**config.mk**
```make
export PLATFORM = sky130hd
export DESIGN_NAME = joystick_direction_qualifier
export DESIGN_NICKNAME = d
export VERILOG_FILES = /design/src/hw/rtl/jdq_pkg.sv /design/src/hw/rtl/joystick_direction_qualifier.sv /design/src/hw/rtl/jdq_front.sv /design/src/hw/rtl/jdq_queue.sv /design/src/hw/rtl/jdq_back.sv
export SDC_FILE = /design/constraint.sdc
export NUM_CORES = 1
export LEC_CHECK = 0
export ABC_CLOCK_PERIOD_IN_PS = 15700
export BUFFER_PORTS_ARGS = -buffer_cell sky130_fd_sc_hd__clkbuf_2
export CAP_MARGIN = 20
export CORE_UTILIZATION = 50
export DETAILED_ROUTE_END_ITERATION = 12
export HOLD_SLACK_MARGIN = 0.03
export PLACE_DENSITY = 0.79
export SETUP_SLACK_MARGIN = 0.02
export SYNTH_ARGS = -nofsm -noshare
export SYNTH_HDL_FRONTEND = slang
export SYNTH_SLANG_ARGS = --single-unit
```
**constraint.sdc**
```tcl
create_clock -name aclk -period 15.7 [get_ports aclk]
set_clock_uncertainty 0.15 [all_clocks]
set_input_delay 0.785 -clock aclk [delete_from_list [all_inputs] [get_ports aclk]]
set_output_delay 0.785 -clock aclk [all_outputs]
set_load 0.02 [all_outputs]
```
**src/hw/rtl/jdq_pkg.sv**
```systemverilog
// shared types and constants for the joystick direction qualifier
package jdq_pkg;

    // direction codes
    typedef enum logic [2:0] {
        DIR_NONE  = 3'd0,
        DIR_LEFT  = 3'd1,
        DIR_RIGHT = 3'd2,
        DIR_UP    = 3'd3,
        DIR_DOWN  = 3'd4
    } jdq_dir_t;

    // register indexes on the configuration port
    localparam logic [1:0] REG_CENTER   = 2'd0;
    localparam logic [1:0] REG_DEADZONE = 2'd1;
    localparam logic [1:0] REG_COOLDOWN = 2'd2;
    localparam logic [1:0] REG_DEBOUNCE = 2'd3;

    // register reset values
    localparam logic [11:0] CENTER_RESET   = 12'd2048;
    localparam logic [11:0] DEADZONE_RESET = 12'd600;
    localparam logic [15:0] COOLDOWN_RESET = 16'd250;
    localparam logic [15:0] DEBOUNCE_RESET = 16'd25;

    // queue between classifier and state update
    localparam int QUEUE_DEPTH = 2;
    localparam int QPTR_W      = 1;
    localparam int QCNT_W      = 2;

    // configuration seen by both halves
    typedef struct packed {
        logic [11:0] center_value;
        logic [11:0] deadzone;
        logic [15:0] cooldown_ms;
        logic [15:0] debounce_ms;
    } jdq_cfg_t;

    // classified poll handed from front to back
    typedef struct packed {
        jdq_dir_t    dir;
        logic        switch_level;
        logic [31:0] time_ms;
    } jdq_item_t;

    // one result
    typedef struct packed {
        logic     press_event;
        jdq_dir_t direction_event;
        jdq_dir_t direction_now;
    } jdq_result_t;

    // running state of the back end, for checking
    typedef struct packed {
        jdq_dir_t held_dir;
        logic     debounced;
    } jdq_status_t;

endpackage

```
**src/hw/rtl/joystick_direction_qualifier.sv**
```systemverilog
// top level: joystick direction qualifier with switch debounce
// Takes one poll (X and Y samples, raw switch level, millisecond timestamp) per
// transfer and returns exactly one result per poll: the current direction, a
// direction event code when a new direction passes the cooldown, and a press
// flag when the debounced switch goes low. A poll can be taken every clock
// cycle while the result output is not stalled. The input stage loads at the
// transfer, then the two-entry queue, then the result register, which offers
// the result. The sustained rate of one poll per cycle while unstalled is set
// by the back end, which updates the held direction and debounce state once
// per poll. Write the registers only while no poll is in flight. Register map:
// 0x0 center_value, 0x4 deadzone, 0x8 cooldown_ms, 0xC debounce_ms.
module joystick_direction_qualifier #(
    parameter int SAMPLE_BITS = 12
) (
    input  logic        aclk,
    input  logic        aresetn,
    // poll input
    input  logic        s_tvalid,
    output logic        s_tready,
    // x_sample, y_sample, switch_level, time_ms, zero fill
    input  logic [(((2 * SAMPLE_BITS + 33) + 7) / 8) * 8 - 1:0] s_tdata,
    // result output
    output logic        m_tvalid,
    input  logic        m_tready,
    // direction_now[2:0], direction_event[5:3], press_event[6], zero fill[7]
    output logic [7:0]  m_tdata,
    // register port
    input  logic        psel,
    input  logic        penable,
    input  logic        pwrite,
    input  logic [3:0]  paddr,
    input  logic [31:0] pwdata,
    output logic [31:0] prdata,
    output logic        pready
);

    localparam int SW_POS   = 2 * SAMPLE_BITS;
    localparam int TIME_LSB = 2 * SAMPLE_BITS + 1;

    jdq_pkg::jdq_cfg_t     cfg_reg;
    logic                  cfg_write;
    logic                  front_valid;
    logic                  front_ready;
    jdq_pkg::jdq_item_t    front_item;
    logic                  queue_valid;
    logic                  queue_ready;
    jdq_pkg::jdq_item_t    queue_item;
    jdq_pkg::jdq_result_t  result;
    jdq_pkg::jdq_status_t  status;

    // configuration registers
    assign pready    = 1'b1;
    assign cfg_write = psel && penable && pwrite && pready;

    always_ff @(posedge aclk) begin
        if (!aresetn) begin
            cfg_reg.center_value <= jdq_pkg::CENTER_RESET;
            cfg_reg.deadzone     <= jdq_pkg::DEADZONE_RESET;
            cfg_reg.cooldown_ms  <= jdq_pkg::COOLDOWN_RESET;
            cfg_reg.debounce_ms  <= jdq_pkg::DEBOUNCE_RESET;
        end else if (cfg_write) begin
            case (paddr[3:2])
                jdq_pkg::REG_CENTER:   cfg_reg.center_value <= pwdata[11:0];
                jdq_pkg::REG_DEADZONE: cfg_reg.deadzone     <= pwdata[11:0];
                jdq_pkg::REG_COOLDOWN: cfg_reg.cooldown_ms  <= pwdata[15:0];
                jdq_pkg::REG_DEBOUNCE: cfg_reg.debounce_ms  <= pwdata[15:0];
                default: ;
            endcase
        end
    end

    // register readback
    always_comb begin
        case (paddr[3:2])
            jdq_pkg::REG_CENTER:   prdata = 32'(cfg_reg.center_value);
            jdq_pkg::REG_DEADZONE: prdata = 32'(cfg_reg.deadzone);
            jdq_pkg::REG_COOLDOWN: prdata = 32'(cfg_reg.cooldown_ms);
            jdq_pkg::REG_DEBOUNCE: prdata = 32'(cfg_reg.debounce_ms);
            default:               prdata = '0;
        endcase
    end

    // classifier
    jdq_front #(
        .SAMPLE_BITS (SAMPLE_BITS)
    ) u_front (
        .aclk         (aclk),
        .aresetn      (aresetn),
        .cfg          (cfg_reg),
        .in_valid     (s_tvalid),
        .in_ready     (s_tready),
        .x_sample     (s_tdata[SAMPLE_BITS-1:0]),
        .y_sample     (s_tdata[2*SAMPLE_BITS-1:SAMPLE_BITS]),
        .switch_level (s_tdata[SW_POS]),
        .time_ms      (s_tdata[TIME_LSB+31:TIME_LSB]),
        .out_valid    (front_valid),
        .out_ready    (front_ready),
        .out_item     (front_item)
    );

    // decoupling queue
    jdq_queue u_queue (
        .aclk      (aclk),
        .aresetn   (aresetn),
        .in_valid  (front_valid),
        .in_ready  (front_ready),
        .in_item   (front_item),
        .out_valid (queue_valid),
        .out_ready (queue_ready),
        .out_item  (queue_item)
    );

    // state update and result register
    jdq_back u_back (
        .aclk       (aclk),
        .aresetn    (aresetn),
        .cfg        (cfg_reg),
        .in_valid   (queue_valid),
        .in_ready   (queue_ready),
        .in_item    (queue_item),
        .out_valid  (m_tvalid),
        .out_ready  (m_tready),
        .out_result (result),
        .status     (status)
    );

    assign m_tdata = {1'b0, result};

    // an event always names the current direction
    a_event_is_now: assert property (@(posedge aclk) disable iff (!aresetn)
        (m_tvalid && result.direction_event != jdq_pkg::DIR_NONE) |->
        (result.direction_event == result.direction_now))
        else $error("direction event differs from current direction");

    // a pending event is the held direction
    a_event_held: assert property (@(posedge aclk) disable iff (!aresetn)
        (m_tvalid && result.direction_event != jdq_pkg::DIR_NONE) |->
        (status.held_dir == result.direction_event))
        else $error("held direction does not match pending event");

    // a pending press leaves the debounced level low
    a_press_stable: assert property (@(posedge aclk) disable iff (!aresetn)
        (m_tvalid && result.press_event) |-> !status.debounced)
        else $error("press event with released debounced level");

endmodule

```
**src/hw/rtl/jdq_front.sv**
```systemverilog
// front end: takes polls and classifies the stick direction
module jdq_front #(
    parameter int SAMPLE_BITS = 12
) (
    input  logic                       aclk,
    input  logic                       aresetn,
    input  jdq_pkg::jdq_cfg_t          cfg,
    input  logic                       in_valid,
    output logic                       in_ready,
    input  logic [SAMPLE_BITS-1:0]     x_sample,
    input  logic [SAMPLE_BITS-1:0]     y_sample,
    input  logic                       switch_level,
    input  logic [31:0]                time_ms,
    output logic                       out_valid,
    input  logic                       out_ready,
    output jdq_pkg::jdq_item_t         out_item
);

    localparam int DW = ((SAMPLE_BITS > 12) ? SAMPLE_BITS : 12) + 1;

    logic [DW-1:0]       dx;
    logic [DW-1:0]       dy;
    logic [DW-1:0]       ax;
    logic [DW-1:0]       ay;
    logic [DW-1:0]       dz;
    jdq_pkg::jdq_dir_t   dir;
    logic                valid_reg;
    logic                valid_next;
    jdq_pkg::jdq_item_t  item_reg;
    logic                load;

    // signed offsets from center and their magnitudes
    always_comb begin
        dx = DW'(x_sample) - DW'(cfg.center_value);
        dy = DW'(y_sample) - DW'(cfg.center_value);
        ax = dx[DW-1] ? (~dx + DW'(1)) : dx;
        ay = dy[DW-1] ? (~dy + DW'(1)) : dy;
        dz = DW'(cfg.deadzone);
    end

    // deadzone test, then dominant axis with x winning ties
    always_comb begin
        if (ax < dz && ay < dz) begin
            dir = jdq_pkg::DIR_NONE;
        end else if (ax >= ay) begin
            dir = dx[DW-1] ? jdq_pkg::DIR_LEFT : jdq_pkg::DIR_RIGHT;
        end else begin
            dir = dy[DW-1] ? jdq_pkg::DIR_UP : jdq_pkg::DIR_DOWN;
        end
    end

    // one-entry stage in front of the queue
    assign in_ready = !valid_reg || out_ready;
    assign load     = in_valid && in_ready;

    always_comb begin
        valid_next = valid_reg;
        if (load) begin
            valid_next = 1'b1;
        end else if (out_ready) begin
            valid_next = 1'b0;
        end
    end

    always_ff @(posedge aclk) begin
        if (!aresetn) begin
            valid_reg <= 1'b0;
        end else begin
            valid_reg <= valid_next;
        end
    end

    always_ff @(posedge aclk) begin
        if (load) begin
            item_reg.dir          <= dir;
            item_reg.switch_level <= switch_level;
            item_reg.time_ms      <= time_ms;
        end
    end

    assign out_valid = valid_reg;
    assign out_item  = item_reg;

endmodule

```
**src/hw/rtl/jdq_queue.sv**
```systemverilog
// short queue of classified polls between front and back end
module jdq_queue (
    input  logic                aclk,
    input  logic                aresetn,
    input  logic                in_valid,
    output logic                in_ready,
    input  jdq_pkg::jdq_item_t  in_item,
    output logic                out_valid,
    input  logic                out_ready,
    output jdq_pkg::jdq_item_t  out_item
);

    jdq_pkg::jdq_item_t               entry_reg [jdq_pkg::QUEUE_DEPTH];
    logic [jdq_pkg::QPTR_W-1:0]       wr_ptr_reg;
    logic [jdq_pkg::QPTR_W-1:0]       wr_ptr_next;
    logic [jdq_pkg::QPTR_W-1:0]       rd_ptr_reg;
    logic [jdq_pkg::QPTR_W-1:0]       rd_ptr_next;
    logic [jdq_pkg::QCNT_W-1:0]       count_reg;
    logic [jdq_pkg::QCNT_W-1:0]       count_next;
    logic                             push;
    logic                             pop;

    assign in_ready  = (count_reg != jdq_pkg::QCNT_W'(jdq_pkg::QUEUE_DEPTH));
    assign out_valid = (count_reg != '0);
    assign push      = in_valid && in_ready;
    assign pop       = out_valid && out_ready;
    assign out_item  = entry_reg[rd_ptr_reg];

    // pointer and fill count update
    always_comb begin
        wr_ptr_next = wr_ptr_reg;
        rd_ptr_next = rd_ptr_reg;
        count_next  = count_reg;
        if (push) begin
            wr_ptr_next = (wr_ptr_reg == jdq_pkg::QPTR_W'(jdq_pkg::QUEUE_DEPTH - 1)) ?
                          '0 : wr_ptr_reg + 1'b1;
        end
        if (pop) begin
            rd_ptr_next = (rd_ptr_reg == jdq_pkg::QPTR_W'(jdq_pkg::QUEUE_DEPTH - 1)) ?
                          '0 : rd_ptr_reg + 1'b1;
        end
        if (push && !pop) begin
            count_next = count_reg + 1'b1;
        end else if (pop && !push) begin
            count_next = count_reg - 1'b1;
        end
    end

    always_ff @(posedge aclk) begin
        if (!aresetn) begin
            wr_ptr_reg <= '0;
            rd_ptr_reg <= '0;
            count_reg  <= '0;
        end else begin
            wr_ptr_reg <= wr_ptr_next;
            rd_ptr_reg <= rd_ptr_next;
            count_reg  <= count_next;
        end
    end

    // entry storage
    always_ff @(posedge aclk) begin
        if (push) begin
            entry_reg[wr_ptr_reg] <= in_item;
        end
    end

endmodule

```
**src/hw/rtl/jdq_back.sv**
```systemverilog
// back end: direction events with cooldown, switch debounce, result register
module jdq_back (
    input  logic                 aclk,
    input  logic                 aresetn,
    input  jdq_pkg::jdq_cfg_t    cfg,
    input  logic                 in_valid,
    output logic                 in_ready,
    input  jdq_pkg::jdq_item_t   in_item,
    output logic                 out_valid,
    input  logic                 out_ready,
    output jdq_pkg::jdq_result_t out_result,
    output jdq_pkg::jdq_status_t status
);

    jdq_pkg::jdq_dir_t     held_dir_reg;
    jdq_pkg::jdq_dir_t     held_dir_next;
    logic [31:0]           last_event_time_reg;
    logic [31:0]           last_event_time_next;
    logic                  debounced_reg;
    logic                  debounced_next;
    logic                  sw_prev_raw_reg;
    logic                  sw_prev_raw_next;
    logic [31:0]           sw_change_time_reg;
    logic [31:0]           sw_change_time_next;
    logic                  out_valid_reg;
    logic                  out_valid_next;
    jdq_pkg::jdq_result_t  result_reg;
    jdq_pkg::jdq_result_t  result_next;
    logic                  press_next;
    logic                  take;
    logic [31:0]           since_event;
    logic [31:0]           since_change;

    assign in_ready = !out_valid_reg || out_ready;
    assign take     = in_valid && in_ready;

    // direction event with cooldown
    always_comb begin
        held_dir_next        = held_dir_reg;
        last_event_time_next = last_event_time_reg;
        result_next.direction_now   = in_item.dir;
        result_next.direction_event = jdq_pkg::DIR_NONE;
        result_next.press_event     = press_next;
        since_event = in_item.time_ms - last_event_time_reg;
        if (in_item.dir == jdq_pkg::DIR_NONE) begin
            held_dir_next = jdq_pkg::DIR_NONE;
        end else if (in_item.dir != held_dir_reg &&
                     since_event >= 32'(cfg.cooldown_ms)) begin
            held_dir_next               = in_item.dir;
            last_event_time_next        = in_item.time_ms;
            result_next.direction_event = in_item.dir;
        end
    end

    // switch debounce and press detect
    always_comb begin
        sw_prev_raw_next    = sw_prev_raw_reg;
        sw_change_time_next = sw_change_time_reg;
        debounced_next      = debounced_reg;
        press_next          = 1'b0;
        if (in_item.switch_level != sw_prev_raw_reg) begin
            sw_prev_raw_next    = in_item.switch_level;
            sw_change_time_next = in_item.time_ms;
        end
        since_change = in_item.time_ms - sw_change_time_next;
        if (since_change >= 32'(cfg.debounce_ms) &&
            in_item.switch_level != debounced_reg) begin
            debounced_next = in_item.switch_level;
            press_next     = !in_item.switch_level;
        end
    end

    // result register valid
    always_comb begin
        out_valid_next = out_valid_reg;
        if (take) begin
            out_valid_next = 1'b1;
        end else if (out_ready) begin
            out_valid_next = 1'b0;
        end
    end

    always_ff @(posedge aclk) begin
        if (!aresetn) begin
            held_dir_reg        <= jdq_pkg::DIR_NONE;
            last_event_time_reg <= '0;
            debounced_reg       <= 1'b1;
            sw_prev_raw_reg     <= 1'b1;
            sw_change_time_reg  <= '0;
            out_valid_reg       <= 1'b0;
        end else begin
            out_valid_reg <= out_valid_next;
            if (take) begin
                held_dir_reg        <= held_dir_next;
                last_event_time_reg <= last_event_time_next;
                debounced_reg       <= debounced_next;
                sw_prev_raw_reg     <= sw_prev_raw_next;
                sw_change_time_reg  <= sw_change_time_next;
            end
        end
    end

    always_ff @(posedge aclk) begin
        if (take) begin
            result_reg <= result_next;
        end
    end

    assign out_valid  = out_valid_reg;
    assign out_result = result_reg;
    assign status     = {held_dir_reg, debounced_reg};

endmodule
```
==> results of run 1 <==
==> final timing paths <==
| kind | start | to | slack [ns] | cells past startpoint |
|---|---|---|---|---|
| max reg2reg | flop | u_back.out_result[5] | 8.29 | 23 |
| min | s_tdata[26] | u_front.out_item[1] | 0.26 | 1 |
| min reg2reg | u_front.out_item[12] | u_queue.entry_reg[0][12] | 0.29 | 0 |
| max | flop | u_back.out_result[5] | 8.29 | 23 |
==> layer usage <==
layer | track usage | part of all wire | vias to the layer above
met4 | 0.0793 | 0.030 | 0
met3 | 0.0355 | 0.067 | 73
met5 | 0 | 0 | -
met2 | 0.397 | 0.45 | 457
li1 | - | - | 6823
met1 | 0.328 | 0.45 | 6413
==> area by class of cell <==
type / count / area, um2
Clock buffer: 29 / 683
Timing Repair Buffer: 118 / 633
Clock inverter: 20 / 184
Tap cell: 442 / 553
Sequential cell: 247 / 6100
Fill cell: 2904 / 14300
Inverter: 164 / 616
Multi-Input combinational cell: 1361 / 9450
==> layout by cell type (no fill, tap or decap), drive strengths merged, types with 10 or more instances in the layout <==
cell type  instances
nand2            192
inv              169
a21oi            152
ha               151
nor2             145
clkbuf           135
dfxtp            132
edfxtp           115
o21ai            107
xnor2             59
a211oi            53
mux2i             47
a21o              36
o311a             32
o21a              31
o211ai            27
nand3             25
xor2              23
nor3              20
conb              18
nor2b             17
or3               17
nand4             16
a31oi             14
nand2b            13
mux4              12
buf               12
and3              11
a21boi            10
nor3b             10
and2              10
clkinv            10
==> power breakdown <==
part / total (uW) / internal (uW) / leakage, uW / switching, uW
clock network: 618 / 352 / 0.000418 / 266
registers: 870 / 808 / 0.00216 / 62.8
logic: 2410 / 970 / 0.00475 / 1440
==> cells by family after synthesis <==
family	Yosys count	share of synthesized area
other cells	2	0.000454
mux	60	0.0455
compound gates	534	0.213
fa+ha+maj	155	0.119
buf+inv	266	0.0659
xor+xnor	82	0.0434
flops	247	0.369
simple gates	512	0.144
==> through the flow <==
| stage | hold WS [ns] | utilization | power (uW) |
|---|---|---|---|
| 5_1_grt | 0.240 | 0.560 | 4240 |
| 2_1_floorplan | 0.271 | - | 2730 |
| 4_1_cts | 0.238 | 0.560 | 3890 |
| 3_5_place_dp | 0.280 | 0.533 | 3260 |
| 3_3_place_gp | 0.272 | 0.532 | 3170 |
| 6_report | 0.260 | 0.560 | 3900 |
==> flow_summary.yaml, run 1 <==
run_status:
  run_status: "completed"
clock_network:
  post_cts_resized: 0
  cts_setup_buffers: 0
  cts_tree: "built"
  clkTransAtPathRegs_ns: 0.06
  hold_buffers: 0
  htree_levels: 1
  clk_latency_ns: 0.55
  root_buffer: "clkbuf_16"
  cts.sinks: 247
  clock_path_buffers: 3
  cts_made_buffers: 27
global_routing:
  grt-ovfl-total: 0
  grt_pass1_vias: 13100
  grt_start_max_net_pins: 86
  grt_usage: 0.243
  grt_pass1_wl_um: 65900
  grt_antenna_before_repair: 0
yosys:
  yosysTopAreaCellShare: 0.209
  ys_ff_latch: 247
  synth_flop_cell: "dfxtp_1"
  seq_area_frac_synth: 0.369
  avgSynthCellArea_um2: 8.90
  async_flop_share: 0
  synth_cell_types: 79
  yosysMostFrequentCell: "nand2_1"
  synth_edf_count: 115
  syn-instance-count: 1858
  yosys-top-cells-area: "edfxtp_1 21%, dfxtp_1 16%, ha_1 11%, a21oi_1 4.6%, nand2_1 4.4%"
  synth_commonest_cells: "192 x nand2_1, 164 x inv_1, 152 x a21oi_1, 151 x ha_1, 145 x nor2_1"
  syn-cell-area_um2: 16500
  yosys.area.top_type: "edfxtp_1"
  yosysWarnings: 0
critical_path:
  path_max_fanout: 57
  crit_slowest_cell: "mux2i_1"
  crit_buf_inv: 2
  max_stage_delay_ns: 0.72
  cp_top_family: "simple AND/OR/NAND/NOR gates"
  crit_path_cell_trace: "mux2i_1 -> ha_1 -> inv_1 -> fa_1 -> a21o_1 -> a311o_1 -> o21ai_0 -> o21ai_0 -> a21o_1 -> a21oi_1 -> xnor2_1 -> ha_1 -> nand4_1 -> or3_1 -> a31oi_1 -> nor4_1 -> o2111ai_1 -> or4_1 -> or4_4 -> nor3b_4 -> buf_4 -> or2_2 -> nor2_1"
  critPathRequiredTime_ns: 15.80
  crit_type: "reg2reg"
  start_kind: "flop"
  crit_path_end_kind: "flop"
  worstPathArrival_ns: 7.51
placed_design:
  portBuffers: 106
  place_inst: 2331
  dp_slack_ns: 8.37
  place.gp.congestion: 0.916
  postPlaceCellArea_um2: 17300
  dpl.hpwl_um: 31200
floorplanning:
  initial_core_util: 0.508
  rows: 66
  dieArea_um2: 33800
  core_um2: 32500
  die_h_um: 184
  ios: 150
  die_w_um: 184
timing:
  worstMarginPinSlew_ns: 1.05
  relSlewSlack: 0.295
  period_share: 0.472
  rsz0062_at_grt: "no"
  period_needed_ns: 7.41
  setup_tns_ns: 0
  setup_ws_ns: 8.29
  hold_viol_final: 0
  fmax_mhz: 135
  setup_viol: 0
  final_max_slew_viol_count: 0
finish:
  drive_gt1_frac: 0.102
  fin_cells: 2381
  largest_reg_flops: 72
  design_area_um2: 18200
  antenna_cells: 0
  nets: 2181
  syn2layout_area_growth_pct: 10.1
route:
  route.detailed.drc: 0
  first_iter_violations: 1003
  wl_per_cell_um: 17.1
  vias: 13800
  avgViaCountPerCell: 5.78
  drt_wl_total_um: 40700
  drtAntennaViolNets: 0
  dr.pass1.iters: 5
hold_path:
  hold_class: "in2reg"
power:
  peakVddDrop_v: 0.000116
  p_per_area_nw_per_um2: 214
  p_leak_uw: 0.00733
flow_run:
  maxCapViolCount: 0
Note: power is estimated with default switching activity, not from simulation.
==> run 2, diff against run 1 <==
--- a/config.mk
+++ b/config.mk
@@ -5,13 +5,14 @@
 export SDC_FILE = /design/constraint.sdc
 export NUM_CORES = 1
 export LEC_CHECK = 0
-export ABC_CLOCK_PERIOD_IN_PS = 15700
+export ABC_AREA = 1
+export ABC_CLOCK_PERIOD_IN_PS = 6200
 export BUFFER_PORTS_ARGS = -buffer_cell sky130_fd_sc_hd__clkbuf_2
 export CAP_MARGIN = 20
 export CORE_UTILIZATION = 50
 export DETAILED_ROUTE_END_ITERATION = 12
 export HOLD_SLACK_MARGIN = 0.03
-export PLACE_DENSITY = 0.79
+export PLACE_DENSITY = 0.82
 export SETUP_SLACK_MARGIN = 0.02
 export SYNTH_ARGS = -nofsm -noshare
 export SYNTH_HDL_FRONTEND = slang
==> constraint.sdc (replaced) <==
create_clock -name aclk -period 6.2 [get_ports aclk]
set_clock_uncertainty 0.15 [all_clocks]
set_input_delay 0.31 -clock aclk [delete_from_list [all_inputs] [get_ports aclk]]
set_output_delay 0.31 -clock aclk [all_outputs]
set_load 0.02 [all_outputs]
==> run 2 against run 1 <==
Register-to-register slack worse by 7.6 ns. Sequential share of layout area decreased by 1.2 points. Hold slack got worse by 0.042 ns. Final area up 3.5%. Clock-buffer cell count rose by 4. Cell count is 17% higher. Global-route usage rose by 0.99 points. Via count grew 8.8%. Fmax increased by 35%. First-iteration DRC count rose by 1.4%. Critical endpoint is now u_back.out_result[6]. Largest cell class unchanged. Largest power group unchanged. Highest routed layer unchanged.
==> flow_summary.yaml, run 2 <==
global_routing:
  met1_usage: 0.331
  grt_pass1_wl_um: 69100
  grt.busiest_layer: "met2"
  grt_antenna_before_repair: 0
  grt.met3_usage: 0.0312
  grt_use_met2: 0.431
  grt-ovfl-total: 0
  grt_pass1_vias: 14400
  grt_start_max_net_pins: 98
  grt_usage: 0.252
finish:
  largest_reg_flops: 72
  design_area_um2: 18900
  final_cell_mix: "413 x nand2_1, 296 x inv_1, 206 x a21oi_1"
  syn2layout_area_growth_pct: 13.4
  nets: 2580
  drive_gt1_frac: 0.101
  antenna_cells: 0
  final_common_cell: "nand2_1"
yosys:
  yosysTopAreaCellShare: 0.208
  synth-compound-area-share: 0.170
  synth_edf_count: 115
  synth_top_family_by_area: "simple AND/OR/NAND/NOR gates"
  syn-cell-area_um2: 16600
  synthMuxAreaShare: 0
  synth_commonest_cells: "413 x nand2_1, 296 x inv_1, 207 x a21oi_1, 188 x o21ai_0, 164 x nor2_1"
  yosysMostFrequentCell: "nand2_1"
  seq_area_frac_synth: 0.366
  async_flop_share: 0
  syn-instance-count: 2178
  synth_simple_gate_area_share: 0.206
  yosys-top-cells-area: "edfxtp_1 21%, dfxtp_1 16%, ha_1 11%, nand2_1 9.3%, inv_1 6.7%"
  synth_fa_ha_area_frac: 0.118
  avgSynthCellArea_um2: 7.64
  synth-xor-area-share: 0.0416
  yosys.area.top_type: "edfxtp_1"
  ys_ff_latch: 247
  synth_cell_types: 54
  yosysWarnings: 0
  synth_flop_cell: "dfxtp_1"
run_status:
  run_status: "completed"
power:
  p_sw_frac: 0.503
  finalPower_uw: 11300
  power.internal_uw: 5600
  p_per_area_nw_per_um2: 597
  peakVddDrop_v: 0.000342
  combPwrFrac: 0.666
  power_switching_uw: 5660
  p_seq_frac: 0.191
  p_leak_uw: 0.00851
  p_clk_frac: 0.143
critical_path:
  max_stage_delay_ns: 0.66
  path_max_fanout: 36
  start_kind: "flop"
  worstPathArrival_ns: 5.64
  crit_path_end_kind: "flop"
  critPathRequiredTime_ns: 6.35
  crit_slowest_cell: "dfxtp_1"
  crit_top_cell: "nand2_1"
  cp_top_family: "simple AND/OR/NAND/NOR gates"
  crit_type: "reg2reg"
  r2r_slack_ns: 0.72
  crit_buf_inv: 3
route:
  route.detailed.drc: 0
  dr.pass1.iters: 5
  first_iter_violations: 1017
  drt_wl_total_um: 42700
  avgViaCountPerCell: 5.39
  wl_per_cell_um: 15.4
  drtAntennaViolNets: 0
  vias: 15000
floorplanning:
  core_um2: 32600
  rows: 66
  ios: 150
  die_w_um: 184
  dieArea_um2: 34000
  die_h_um: 184
  initial_core_util: 0.510
placed_design:
  portBuffers: 106
  place.gp.congestion: 0.924
  postPlaceCellArea_um2: 17500
  dpl.hpwl_um: 32200
flow_run:
  maxCapViolCount: 0
clock_network:
  htree_levels: 1
  clock_path_buffers: 3
  hold_buffers: 52
  cts_made_buffers: 27
  cts_setup_buffers: 0
  post_cts_resized: 0
  clkTransAtPathRegs_ns: 0.06
  root_buffer: "clkbuf_16"
  cts.sinks: 247
  cts_tree: "built"
  clk_latency_ns: 0.55
timing:
  period_share: 0.885
  relSlewSlack: 0.292
  setup_tns_ns: 0
  period_needed_ns: 5.48
  setup_viol: 0
  final_max_slew_viol_count: 0
  fmax_mhz: 182
  worstMarginPinSlew_ns: 1.06
  hold_viol_final: 0
  rsz0062_at_grt: "no"
  holdWs_ns: 0.218
hold_path:
  hold_class: "in2reg"
==> run 2: cell types whose count changed in the layout (fill, tap and decap cells not counted), moves of 41 or more <==
cell	delta
a211oi_1	-47
dlygate4sd3_1	+52
inv_1	+133
xnor2_1	-41
a21oi_1	+54
nand2_1	+221
o21ai_0	+85
nand3_1	+46
mux2i_1	-47
==> run 2: final timing paths <==
| kind | from | to | cells past startpoint |
|---|---|---|---|
| worst max register to register | flop | u_back.out_result[6] | 31 |
| worst max-delay path | flop | u_back.out_result[6] | 31 |
| worst min-delay path | penable | cfg_reg[0] | 5 |
| worst min register to register | u_front.out_item[25] | u_queue.entry_reg[1][25] | 0 |
==> run 2: power by group through the flow <==
| stage | sequential (uW) | combinational [uW] | clock (uW) |
|---|---|---|---|
| final | 2160 | 7500 | 1610 |
| after global routing | 2180 | 8510 | 1690 |
| after CTS | 2150 | 7410 | 1620 |
| after detailed placement | 2180 | 7310 | 0 |
| after global placement | 2160 | 7090 | 0 |
| after floorplan | 2170 | 5710 | 0 |
==> run 2: worst register-to-register path, delay by kind of cell, from the launching register on <==
family,cells,cell delay (ns)
flip-flops,1,0.66
AND/OR/NAND/NOR,22,2.49
AO/OA/AOI/OAI,3,0.70
buffers and inverters,3,0.38
adder cells (fa/ha/maj),2,0.69
XOR/XNOR,1,0.17
==> run 2: layout make-up <==
cell class	count	area, um2
clock buffers	33	698
well taps	442	553
clock inverters	17	173
multi-input cells	1549	8990
inverters	326	1230
fillers	2856	13800
flip-flops and latches	247	6100
repair buffers	167	1120
==> run 2: cells by family after synthesis <==
family / after synthesis
buffers and inverters: 398
other: 2
XOR/XNOR: 79
AO/OA/AOI/OAI: 522
adder cells (fa/ha/maj): 155
flip-flops: 247
AND/OR/NAND/NOR: 775
==> run 2: routing by layer <==
metal  vias to the layer above  routed length, um
met1                      6898              19200
met5                         -                  0
met2                       473              19700
met3                        95               2640
met4                         0               1120
li1                       7511                  -
==> run 2: metrics by stage <==
| step | utilization | cells | setup slack, ns |
|---|---|---|---|
| final | 0.578 | 2781 | 0.716 |
| after global routing | 0.578 | 2781 | 0.0847 |
| after CTS | 0.578 | 2781 | 0.759 |
| after detailed placement | 0.536 | 2679 | 0.785 |
| after global placement | 0.536 | 2679 | 0.884 |
| after floorplan | - | 2194 | 1.85 |
